## src/design/anu_pkg.sv

```systemverilog
// Package: types and constants of the ADC noise statistics unit.
package anu_pkg;

	localparam int CodeBits = 24;
	localparam int CountBits = 16;
	localparam logic [CountBits-1:0] MaxSamples = 16'hFFFF;

	localparam logic [7:0] RdyBit = 8'h80;
	localparam logic [3:0] ChanMask = 4'hF;

	localparam logic [15:0] SettleReset = 16'd256;
	localparam logic [15:0] WindowReset = 16'd2048;
	localparam logic [3:0] ChannelReset = 4'd3;
	localparam logic [CodeBits-1:0] MinReset = 24'hFFFFFF;

	// Configuration register indexes
	localparam logic [1:0] CfgSettle = 2'd0;
	localparam logic [1:0] CfgWindow = 2'd1;
	localparam logic [1:0] CfgChannel = 2'd2;

	// Outcome codes
	localparam logic [2:0] OutStatusErr = 3'd0;
	localparam logic [2:0] OutNotReady = 3'd1;
	localparam logic [2:0] OutWrongChan = 3'd2;
	localparam logic [2:0] OutDataErr = 3'd3;
	localparam logic [2:0] OutSettling = 3'd4;
	localparam logic [2:0] OutAccum = 3'd5;

	typedef struct packed {
		logic status_read_ok;
		logic [7:0] status_byte;
		logic data_read_ok;
		logic [23:0] raw_code;
	} item_t;

	typedef struct packed {
		logic [2:0] outcome;
		logic window_done;
		logic [15:0] sample_count;
		logic [23:0] code_min;
		logic [23:0] code_max;
		logic [31:0] mean_fixed;
		logic [31:0] std_fixed;
		logic [23:0] peak_to_peak;
		logic [31:0] error_total;
		logic [31:0] ready_total;
	} result_t;

endpackage

```

## src/design/adc_noise_statistics_unit.sv

```systemverilog
// Top level: ADC poll classification and windowed noise statistics.
//
// Usage:
//  - item channel (item_valid/item_ready/item) takes one ADC poll result.
//  - result channel (result_valid/result_ready/result) returns one result per item.
//  - cfg channel (cfg_valid/cfg_ready/cfg_index/cfg_data) writes settle_count (0),
//    window_size (1) and expected_channel (2); cfg_ready is high while no item is
//    being worked on, and a pending write holds item_ready low.
// An item that is not accumulated goes from its transfer through DELIVER to the
// output register; an accumulated item that publishes nothing passes SQR and
// ADD first. A publishing item runs the bit-serial datapath: shift-add multiply
// and mean division in CALC, a subtract in SUB, variance division in the 96-step
// restoring divider in DIV and square root in ROOT. Only one item is in flight
// at a time; the next transfer can follow once the output register loads.
// Reset loads the register defaults and the settle countdown, clears the sample,
// error and ready counters and the sums, and empties the output register. While
// the receiver stalls the result holds in the output register; one further item
// is accepted and worked on meanwhile, and waits in its own holding register
// until the output frees.
module adc_noise_statistics_unit (
	input  logic clk,
	input  logic arst_n,
	input  logic item_valid,
	output logic item_ready,
	input  anu_pkg::item_t item,
	output logic result_valid,
	input  logic result_ready,
	output anu_pkg::result_t result,
	input  logic cfg_valid,
	output logic cfg_ready,
	input  logic [1:0] cfg_index,
	input  logic [15:0] cfg_data
);

	typedef enum logic [3:0] {
		ST_IDLE, ST_SQR, ST_ADD, ST_LOAD, ST_CALC, ST_SUB, ST_DIV, ST_ROOT, ST_DELIVER
	} state_t;

	state_t state_q;
	logic [15:0] settle_count_q, window_q, settle_left_q, acc_q;
	logic [3:0] channel_q;
	logic [23:0] min_q, max_q, code_q;
	logic [39:0] sum_q;
	logic [63:0] sq_q;
	logic [31:0] err_q, good_q;
	logic grow_q, done_q, result_valid_q;
	anu_pkg::result_t res_q, result_q;
	logic [6:0] cnt_q;

	// Datapath work registers
	logic [47:0] prod_q;
	logic [39:0] na_q, sb_q;
	logic [79:0] acc_a_q, acc_b_q;
	logic [47:0] mdvd_q;
	logic [15:0] mrem_q;
	logic [31:0] mq_q;
	logic [95:0] dvd_q;
	logic [31:0] dsr_q, drem_q;
	logic [63:0] dq_q;
	logic [33:0] rrem_q;
	logic [31:0] root_q;

	// Classify the incoming poll
	logic accept;
	logic [2:0] outc;
	logic is_err, is_good, first, grow, done;
	logic [15:0] acc_new, win;
	logic [23:0] min_new, max_new;
	logic [31:0] err_new, good_new;

	assign item_ready = (state_q == ST_IDLE) && !cfg_valid;
	assign accept = item_valid && item_ready;
	assign cfg_ready = (state_q == ST_IDLE);
	assign result_valid = result_valid_q;
	assign result = result_q;

	always_comb begin
		is_err = 1'b0;
		is_good = 1'b0;
		if (!item.status_read_ok) begin
			outc = anu_pkg::OutStatusErr;
			is_err = 1'b1;
		end else if ((item.status_byte & anu_pkg::RdyBit) != 8'd0) begin
			outc = anu_pkg::OutNotReady;
		end else if ((item.status_byte[3:0] & anu_pkg::ChanMask) != channel_q) begin
			outc = anu_pkg::OutWrongChan;
			is_err = 1'b1;
		end else if (!item.data_read_ok) begin
			outc = anu_pkg::OutDataErr;
			is_err = 1'b1;
		end else if (settle_left_q != 16'd0) begin
			outc = anu_pkg::OutSettling;
			is_good = 1'b1;
		end else begin
			outc = anu_pkg::OutAccum;
			is_good = 1'b1;
		end
		first = (acc_q == 16'd0);
		grow = (outc == anu_pkg::OutAccum) && (acc_q != anu_pkg::MaxSamples);
		acc_new = grow ? acc_q + 16'd1 : acc_q;
		min_new = min_q;
		max_new = max_q;
		if (grow) begin
			min_new = (first || item.raw_code < min_q) ? item.raw_code : min_q;
			max_new = (first || item.raw_code > max_q) ? item.raw_code : max_q;
		end
		win = (window_q < 16'd2) ? 16'd2 : window_q;
		done = (outc == anu_pkg::OutAccum) && (acc_new >= win);
		err_new = (is_err && err_q != 32'hFFFFFFFF) ? err_q + 32'd1 : err_q;
		good_new = (is_good && good_q != 32'hFFFFFFFF) ? good_q + 32'd1 : good_q;
	end

	// Serial step logic
	logic [16:0] m_trial;
	logic [32:0] d_trial;
	logic [35:0] r_cur, r_trial;

	always_comb begin
		m_trial = {mrem_q, mdvd_q[47]};
		d_trial = {drem_q, dvd_q[95]};
		r_cur = {rrem_q, dq_q[63:62]};
		r_trial = {2'b00, root_q, 2'b01};
	end

	// Hold state, counters, configuration and the result registers
	always_ff @(posedge clk or negedge arst_n) begin
		if (!arst_n) begin
			state_q <= ST_IDLE;
			settle_count_q <= anu_pkg::SettleReset;
			settle_left_q <= anu_pkg::SettleReset;
			window_q <= anu_pkg::WindowReset;
			channel_q <= anu_pkg::ChannelReset;
			acc_q <= 16'd0;
			min_q <= anu_pkg::MinReset;
			max_q <= 24'd0;
			sum_q <= 40'd0;
			sq_q <= 64'd0;
			err_q <= 32'd0;
			good_q <= 32'd0;
			grow_q <= 1'b0;
			done_q <= 1'b0;
			cnt_q <= 7'd0;
			result_valid_q <= 1'b0;
		end else begin
			if (cfg_valid && cfg_ready) begin
				unique case (cfg_index)
					anu_pkg::CfgSettle: begin
						settle_count_q <= cfg_data;
						settle_left_q <= cfg_data;
					end
					anu_pkg::CfgWindow: window_q <= cfg_data;
					anu_pkg::CfgChannel: channel_q <= cfg_data[3:0];
					default: ;
				endcase
			end
			if (result_valid_q && result_ready && state_q != ST_DELIVER) begin
				result_valid_q <= 1'b0;
			end
			unique case (state_q)
				ST_IDLE: begin
					if (accept) begin
						err_q <= err_new;
						good_q <= good_new;
						if (outc == anu_pkg::OutSettling) begin
							settle_left_q <= settle_left_q - 16'd1;
						end
						acc_q <= acc_new;
						min_q <= min_new;
						max_q <= max_new;
						if (grow && first) begin
							sum_q <= 40'd0;
							sq_q <= 64'd0;
						end
						grow_q <= grow;
						done_q <= done;
						state_q <= (outc == anu_pkg::OutAccum) ? ST_SQR : ST_DELIVER;
					end
				end
				ST_SQR: state_q <= ST_ADD;
				ST_ADD: begin
					if (grow_q) begin
						sum_q <= sum_q + {16'd0, code_q};
						sq_q <= sq_q + {16'd0, prod_q};
					end
					state_q <= done_q ? ST_LOAD : ST_DELIVER;
				end
				ST_LOAD: begin
					cnt_q <= 7'd0;
					state_q <= ST_CALC;
				end
				ST_CALC: begin
					cnt_q <= cnt_q + 7'd1;
					if (cnt_q == 7'd47) begin
						state_q <= ST_SUB;
					end
				end
				ST_SUB: begin
					cnt_q <= 7'd0;
					state_q <= ST_DIV;
				end
				ST_DIV: begin
					if (cnt_q == 7'd95) begin
						cnt_q <= 7'd0;
						state_q <= ST_ROOT;
					end else begin
						cnt_q <= cnt_q + 7'd1;
					end
				end
				ST_ROOT: begin
					cnt_q <= cnt_q + 7'd1;
					if (cnt_q == 7'd31) begin
						state_q <= ST_DELIVER;
					end
				end
				ST_DELIVER: begin
					if (!result_valid_q || result_ready) begin
						result_valid_q <= 1'b1;
						state_q <= ST_IDLE;
					end
				end
				default: state_q <= ST_IDLE;
			endcase
		end
	end

	// Advance the bit-serial datapath and build the result
	always_ff @(posedge clk) begin
		unique case (state_q)
			ST_IDLE: begin
				if (accept) begin
					code_q <= item.raw_code;
					res_q.outcome <= outc;
					res_q.window_done <= done;
					res_q.sample_count <= acc_new;
					res_q.code_min <= done ? min_new : 24'd0;
					res_q.code_max <= done ? max_new : 24'd0;
					res_q.peak_to_peak <= done ? max_new - min_new : 24'd0;
					res_q.mean_fixed <= 32'd0;
					res_q.std_fixed <= 32'd0;
					res_q.error_total <= err_new;
					res_q.ready_total <= good_new;
				end
			end
			ST_SQR: prod_q <= 48'(code_q) * 48'(code_q);
			ST_ADD: ;
			ST_LOAD: begin
				na_q <= {24'd0, acc_q};
				sb_q <= sum_q;
				acc_a_q <= 80'd0;
				acc_b_q <= 80'd0;
				mdvd_q <= {sum_q, 8'd0};
				mrem_q <= 16'd0;
				mq_q <= 32'd0;
			end
			ST_CALC: begin
				if (cnt_q < 7'd40) begin
					acc_a_q <= {acc_a_q[78:0], 1'b0} + (na_q[39] ? {16'd0, sq_q} : 80'd0);
					acc_b_q <= {acc_b_q[78:0], 1'b0} + (sb_q[39] ? {40'd0, sum_q} : 80'd0);
					na_q <= {na_q[38:0], 1'b0};
					sb_q <= {sb_q[38:0], 1'b0};
				end
				mdvd_q <= {mdvd_q[46:0], 1'b0};
				if (m_trial >= {1'b0, acc_q}) begin
					mrem_q <= 16'(m_trial - {1'b0, acc_q});
					mq_q <= {mq_q[30:0], 1'b1};
				end else begin
					mrem_q <= m_trial[15:0];
					mq_q <= {mq_q[30:0], 1'b0};
				end
			end
			ST_SUB: begin
				dvd_q <= {acc_a_q - acc_b_q, 16'd0};
				dsr_q <= 32'(acc_q) * 32'(acc_q - 16'd1);
				drem_q <= 32'd0;
				dq_q <= 64'd0;
				rrem_q <= 34'd0;
				root_q <= 32'd0;
			end
			ST_DIV: begin
				dvd_q <= {dvd_q[94:0], 1'b0};
				if (d_trial >= {1'b0, dsr_q}) begin
					drem_q <= 32'(d_trial - {1'b0, dsr_q});
					dq_q <= {dq_q[62:0], 1'b1};
				end else begin
					drem_q <= d_trial[31:0];
					dq_q <= {dq_q[62:0], 1'b0};
				end
			end
			ST_ROOT: begin
				dq_q <= {dq_q[61:0], 2'b00};
				if (r_cur >= r_trial) begin
					rrem_q <= 34'(r_cur - r_trial);
					root_q <= {root_q[30:0], 1'b1};
				end else begin
					rrem_q <= r_cur[33:0];
					root_q <= {root_q[30:0], 1'b0};
				end
				if (cnt_q == 7'd31) begin
					res_q.mean_fixed <= mq_q;
					res_q.std_fixed <= (r_cur >= r_trial) ?
						{root_q[30:0], 1'b1} : {root_q[30:0], 1'b0};
				end
			end
			ST_DELIVER: begin
				if (!result_valid_q || result_ready) begin
					result_q <= res_q;
				end
			end
			default: ;
		endcase
	end

endmodule

```

## config.mk

```make
export PLATFORM = sky130hd
export DESIGN_NAME = adc_noise_statistics_unit
export DESIGN_NICKNAME = d
export VERILOG_FILES = /design/src/design/anu_pkg.sv /design/src/design/adc_noise_statistics_unit.sv
export SDC_FILE = /design/constraint.sdc
export NUM_CORES = 2
export LEC_CHECK = 0
export BUFFER_PORTS_ARGS = -buffer_cell sky130_fd_sc_hd__buf_2
export CAP_MARGIN = 40
export CORE_MARGIN = 4
export CORE_UTILIZATION = 45
export CTS_CLUSTER_DIAMETER = 80
export CTS_CLUSTER_SIZE = 24
export DETAILED_ROUTE_END_ITERATION = 6
export PLACE_DENSITY = 0.65
export SYNTH_ARGS = -nofsm -noshare
export SYNTH_HDL_FRONTEND = slang
export SYNTH_SLANG_ARGS = --single-unit
```

## constraint.sdc

```tcl
create_clock -name clk -period 34.2 [get_ports clk]
set_input_delay 0 -clock clk [delete_from_list [all_inputs] [get_ports clk]]
set_output_delay 0 -clock clk [all_outputs]
set_load 0.05 [all_outputs]
```

# Word-level counts from Yosys, hierarchy flattened
# Index checks and enable logic that the tools add are counted.
# word_totals
output_inout_bits	223
register_bits	1420
# op_classes
multipliers	2
n_eq_ne	28
reduce_logical	36
addsub	15
order_cmp	8
n_mux	75
# ops
op	count
$mux 64	5
$pmux 80 s2	2
$pmux 64 s2	2
$mux 40	6
$pmux 40 s2	3
$pmux 32 s2	3
$pmux 64 s3	1
$pmux 96 s2	1
$mux 80	2
$mux 152	1
$mux 16	8
$mux 24	5
$mux 32	3
$pmux 48 s2	1
$add 80x40->80	1
$add 80x64->80	1
$sub 80x80->80	1
$pmux 34 s2	1
$add 32x1->32 const B	2
$add 64x48->64	1
$ne 32x32->1 const B	2
$mul 24x24->48	1
$add 40x24->40	1
$ge 36x34->1	1
53 further kinds	109

# Depth between registers and ports, before layout
# depth
ltp_word	14
mapped_depth	34
depth_no_buf	30

# Worst setup path before layout
# No wires, ideal clock.
# synth_timing
kind	register to register
start	reg state_q[0]
end	reg acc_a_q[0], enable pin
stages_incl_launch_ff	6
slack_ps	20593
required_ps	33280
setup_ps	920
t_arrival_ps	12687
path_buffers	2
path_cell_list	dfrtp_1 > clkbuf_1 > clkbuf_1 > nand2_1 > or2_2 > a21oi_1
# synth_via
elab_chain_len	3
elab_cells_between_ends	5
classes_between	eq/ne (3); reduce/logical (2)
# synth_lines
element	line	source
start, declared	adc_noise_statistics_unit.sv:39	state_t state_q;
start signal, assigned	adc_noise_statistics_unit.sv:176	state_q <= (outc == anu_pkg::OutAccum) ? ST_SQR : ST_DELIVER;
start signal, assigned	adc_noise_statistics_unit.sv:185	state_q <= done_q ? ST_LOAD : ST_DELIVER;
$eq 4x3->1 or $eq 4x2->1 (tied branches)	adc_noise_statistics_unit.sv:228	unique case (state_q)
$ne 2x2->1 (no line) or $reduce_bool 2->1 (tied branches)	-	
$reduce_and 2->1 (no line) *	-	
end signal, assigned	adc_noise_statistics_unit.sv:257	acc_a_q <= {acc_a_q[78:0], 1'b0} + (na_q[39] ? {16'd0, sq_q} : 80'd0);
end, declared	adc_noise_statistics_unit.sv:53	logic [79:0] acc_a_q, acc_b_q;
# Mark *: on every way between the ends. The rest lies on a longest branch, timed or not.
# A chain may end at the register's enable or synchronous reset.

# Worst setup path after layout
# layout_timing
start	reg acc_q[5]
end	reg dsr_q[30] (data pin)
# layout_via
elab_chain_len	2
# layout_lines
element	line	source
start, declared	adc_noise_statistics_unit.sv:40	logic [15:0] settle_count_q, window_q, settle_left_q, acc_q;
start signal, assigned	adc_noise_statistics_unit.sv:167	acc_q <= acc_new;
$sub 16x1->17	adc_noise_statistics_unit.sv:273	dsr_q <= 32'(acc_q) * 32'(acc_q - 16'd1);
$mul 17x17->32 *	adc_noise_statistics_unit.sv:273	
end signal, assigned	adc_noise_statistics_unit.sv:273	
end, declared	adc_noise_statistics_unit.sv:58	logic [31:0] dsr_q, drem_q;
# Marks and branches as above.

==> flow_summary_export.csv <==
group,metric,value,unit
status,outcome,"complete, no violations",
pwr,sw_frac_of_total,47.3,%
synthesis,yosysTopAreaCellShare,33.4,%
global_routing,grtUsageTotal,20.8,%
synthesis,synth_nets,11100,
layout,post-route-util,49.5,%
sta,max_freq,103,MHz
placed_design,gp_congestion,0.925,
global_routing,overflow,0,
layout,drive_above_1_share,7.16,%
layout,final_area,109000,um2
layout,fillers,19700,
clocking,clock_sinks,1394,
die,core-area,220000,um2
layout,multi_input_area,54000,um2
route,via_per_inst,5.42,
sta,rsz0062_at_grt,"no",
synthesis,async_reset_ff_share,20.2,%
synthesis,synthFlopType,"edfxtp_1",
layout,seq_area,40500,um2
route,first_iter_violations,5197,
global_routing,grt_max_degree,153,
route,detail_route.wirelength,242000,um
setup_path,startpoint,"acc_q[5]$_DFFE_PN0P_",
setup_path,arrival,10.24,ns
die,rows,172,
pwr,vdd_drop_max,389,uV
synthesis,synth-seq-cells,1394,
setup_path,slowest_stage,"or4_1",
die,fp.dieArea,229000,um2
min_path,hold_path_class,"in2reg",
min_path,hold_start,"cfg_data[12]",
route,vias,69900,
sta,slew_violations,0,
placed_design,post-place-ws,24.60,ns
pwr,p_clk_share,10.9,%
sta,relSlewSlack,33.7,%
global_routing,grt_pass1_wl,385000,um
synthesis,syn_avg_cell_area,10.4,um2
placed_design,post-dp-hpwl,179000,um
pwr,power.leakage,49.9,nW
sta,period_share,28.5,%
synthesis,syn_inst,9645,
synthesis,seq_area_frac_synth,40.6,%
layout,syn_to_final_growth,9.24,%
sta,hold_violations,0,
sta,fin_ws,24.45,ns
setup_path,crit_path_frequent_cell,"fa_1",
pwr,power_density,107,nW/um2
die,die_w,479,um
synthesis,syn_area,99800,um2
synthesis,yosysMostFrequentCell,"edfxtp_1",
clocking,cts_root_buffer,"clkbuf_16",
flow_run,maxCapViolations,0,
pwr,seqPwrFrac,20.8,%
die,num_io_pins,280,
pwr,internal-power,0.00614,W
setup_path,path_class,"reg2reg",
setup_path,path_delay_family,"adder cells",
placed_design,dp_cells,12600,
clocking,cts_tree,"done",
sta,setup_viol,0,
setup_path,worstSetupEndpointType,"register",
layout,nets,11300,
pwr,comb_power_share,68.3,%
synthesis,synth.area.top_cells,"edfxtp_1, fa_1, ha_1",
setup_path,worstPathMaxFanout,15,
sta,tns,0,ns
sta,tightest_slew,0.995,ns
synthesis,yosys.area.top_type,"edfxtp_1",
route,dr.pass1.iters,6,
clocking,htree_levels,3,
clocking,cts_buffers,94,
die,start_util,45.3,%
placed_design,io_buffers,276,
route,post_drt_wl_per_cell,18.8,um
layout,final_cell_count_no_fill,12900,
setup_path,crit_path_start_kind,"register",
global_routing,grt_antenna_before_repair,10,
sta,finClkSkew,0.0981,ns
die,die_h,479,um
clocking,worst_skew_pair.late_latency,0.81,ns
sta,min_period,9.75,ns
synthesis,yosysWarnings,0,
route,postRouteAntennaNets,0,
clocking,max-clock-path-buffers,3,
setup_path,crit_path_max_incr_delay,0.68,ns
global_routing,grt_pass1_vias,70300,
setup_path,critical_path_buf_inv_count,3,
setup_path,r2r-start,"acc_q[5]$_DFFE_PN0P_",
route,drcViolationCount,0,
setup_path,required,34.70,ns
synthesis,synth_commonest_cells,"edfxtp_1, inv_1, nand2_1",
clocking,cts.clk_slew.worst_paths,0.08,ns
pwr,switchingPower,0.00551,W
synthesis,synth_cell_types,91,
synthesis,synth_edf_count,1112,
placed_design,dpl_cell_area,105000,um2
[stage by stage]
stage | total power (W) | hold WS (ns)
floorplan | 0.00831 | -0.296
global placement | 0.0102 | 0.142
detailed placement | 0.0103 | 0.159
CTS | 0.0117 | 0.000730
global route | 0.0127 | 0.0574
finish | 0.0117 | 0.0896
[worst min-delay path, stage by stage]
cell	delay, ns
dlygate4sd3_1	0.51
buf_2	0.11
o221a_2	0.19
[state kept, by name (all words and copies together) (netlist names), 24 cells and up]
register  cells
res_q       220
result      220
acc_a_q      80
acc_b_q      80
dvd_q        80
dq_q         64
sq_q         64
prod_q       47
mdvd_q       40
na_q         40
sb_q         40
sum_q        40
rrem_q       34
drem_q       32
err_q        32
good_q       32
mq_q         32
root_q       32
dsr_q        31
code_q       24
max_q        24
min_q        24
[cells in the final DEF (no fill, tap or decap), drive strengths merged, types with 43 or more instances in the layout]
cell type and n:
and3 167, fa 640, buf 383, clkbuf 114
o21bai 62, dfrtp 254, o21a 57, o21ai 379
ha 733, nor3 109, o31ai 61, a21o 288
xnor2 402, or3 43, inv 1137, nand2b 187
nand2 819, edfxtp 1112, nor2b 67, nand3 202
mux2 47, nor2 803, dlygate4sd3 95, a21oi 498
mux2i 65, nand4 101, a22o 70, xor2 222
and2 328
[layout make-up]
| cell class | instances | area share, % |
|---|---|---|
| Clock buffer | 114 | 2.25 |
| Antenna cell | 7 | 0.0161 |
| Inverter | 1110 | 3.83 |
| Sequential cell | 1394 | 37.1 |
| Timing Repair Buffer | 479 | 3.03 |
| Tap cell | 2958 | 3.39 |
| Multi-Input combinational cell | 6764 | 49.5 |
| Clock inverter | 64 | 0.881 |
[power by group through the flow]
stage	registers (W)	clock network, W	logic, W
6_report	0.00242	0.00127	0.00795
5_1_grt	0.00244	0.00138	0.00888
4_1_cts	0.00242	0.00132	0.00796
3_5_place_dp	0.00246	0	0.00789
3_3_place_gp	0.00246	0	0.00771
2_1_floorplan	0.00270	0	0.00561
[final timing paths]
kind | slack (ns) | cells after the start | to
worst max register to register | 24.45 | 27 | dsr_q[30]$_DFFE_PP_
worst min register to register | 0.38 | 0 | result[50]$_DFFE_PP_
worst min-delay path | 0.09 | 3 | settle_left_q[12]$_DFF_PN0_
max in group asynchronous | 32.90 | 4 | sq_q[57]$_DFFE_PN0P_
worst max-delay path | 24.45 | 27 | dsr_q[30]$_DFFE_PP_
min in group asynchronous | 0.41 | 3 | min_q[19]$_DFFE_PN1P_
[repair_timing]
action	CTS	global route
endpoints found under the hold margin	299	0
resized for setup	0	0
hold buffers	96	0
setup buffers	0	0
setup endpoints to repair	0	0
[per-layer routing]
metal / up-vias / GRT usage, % / wire [um]
met4: 4 / 6.94 / 8030
met1: 34300 / 28.7 / 108000
li1: 33300 / - / -
met3: 383 / 2.77 / 13400
met5: - / 0 / 21
met2: 1848 / 34.0 / 113000
[cells by family (layout without fill, tap and decap cells)]
group / after synthesis / after routing / synth area share [%]
other cells: 0 / 7 / 0
flops: 1394 / 1394 / 40.6
mux: 112 / 112 / 1.18
simple gates: 2951 / 2951 / 14.3
xor+xnor: 624 / 624 / 5.47
buf+inv: 1487 / 1767 / 5.60
fa+ha+maj: 1373 / 1373 / 22.0
compound gates: 1704 / 1704 / 10.9
Note: power is estimated with default switching activity, not from simulation.
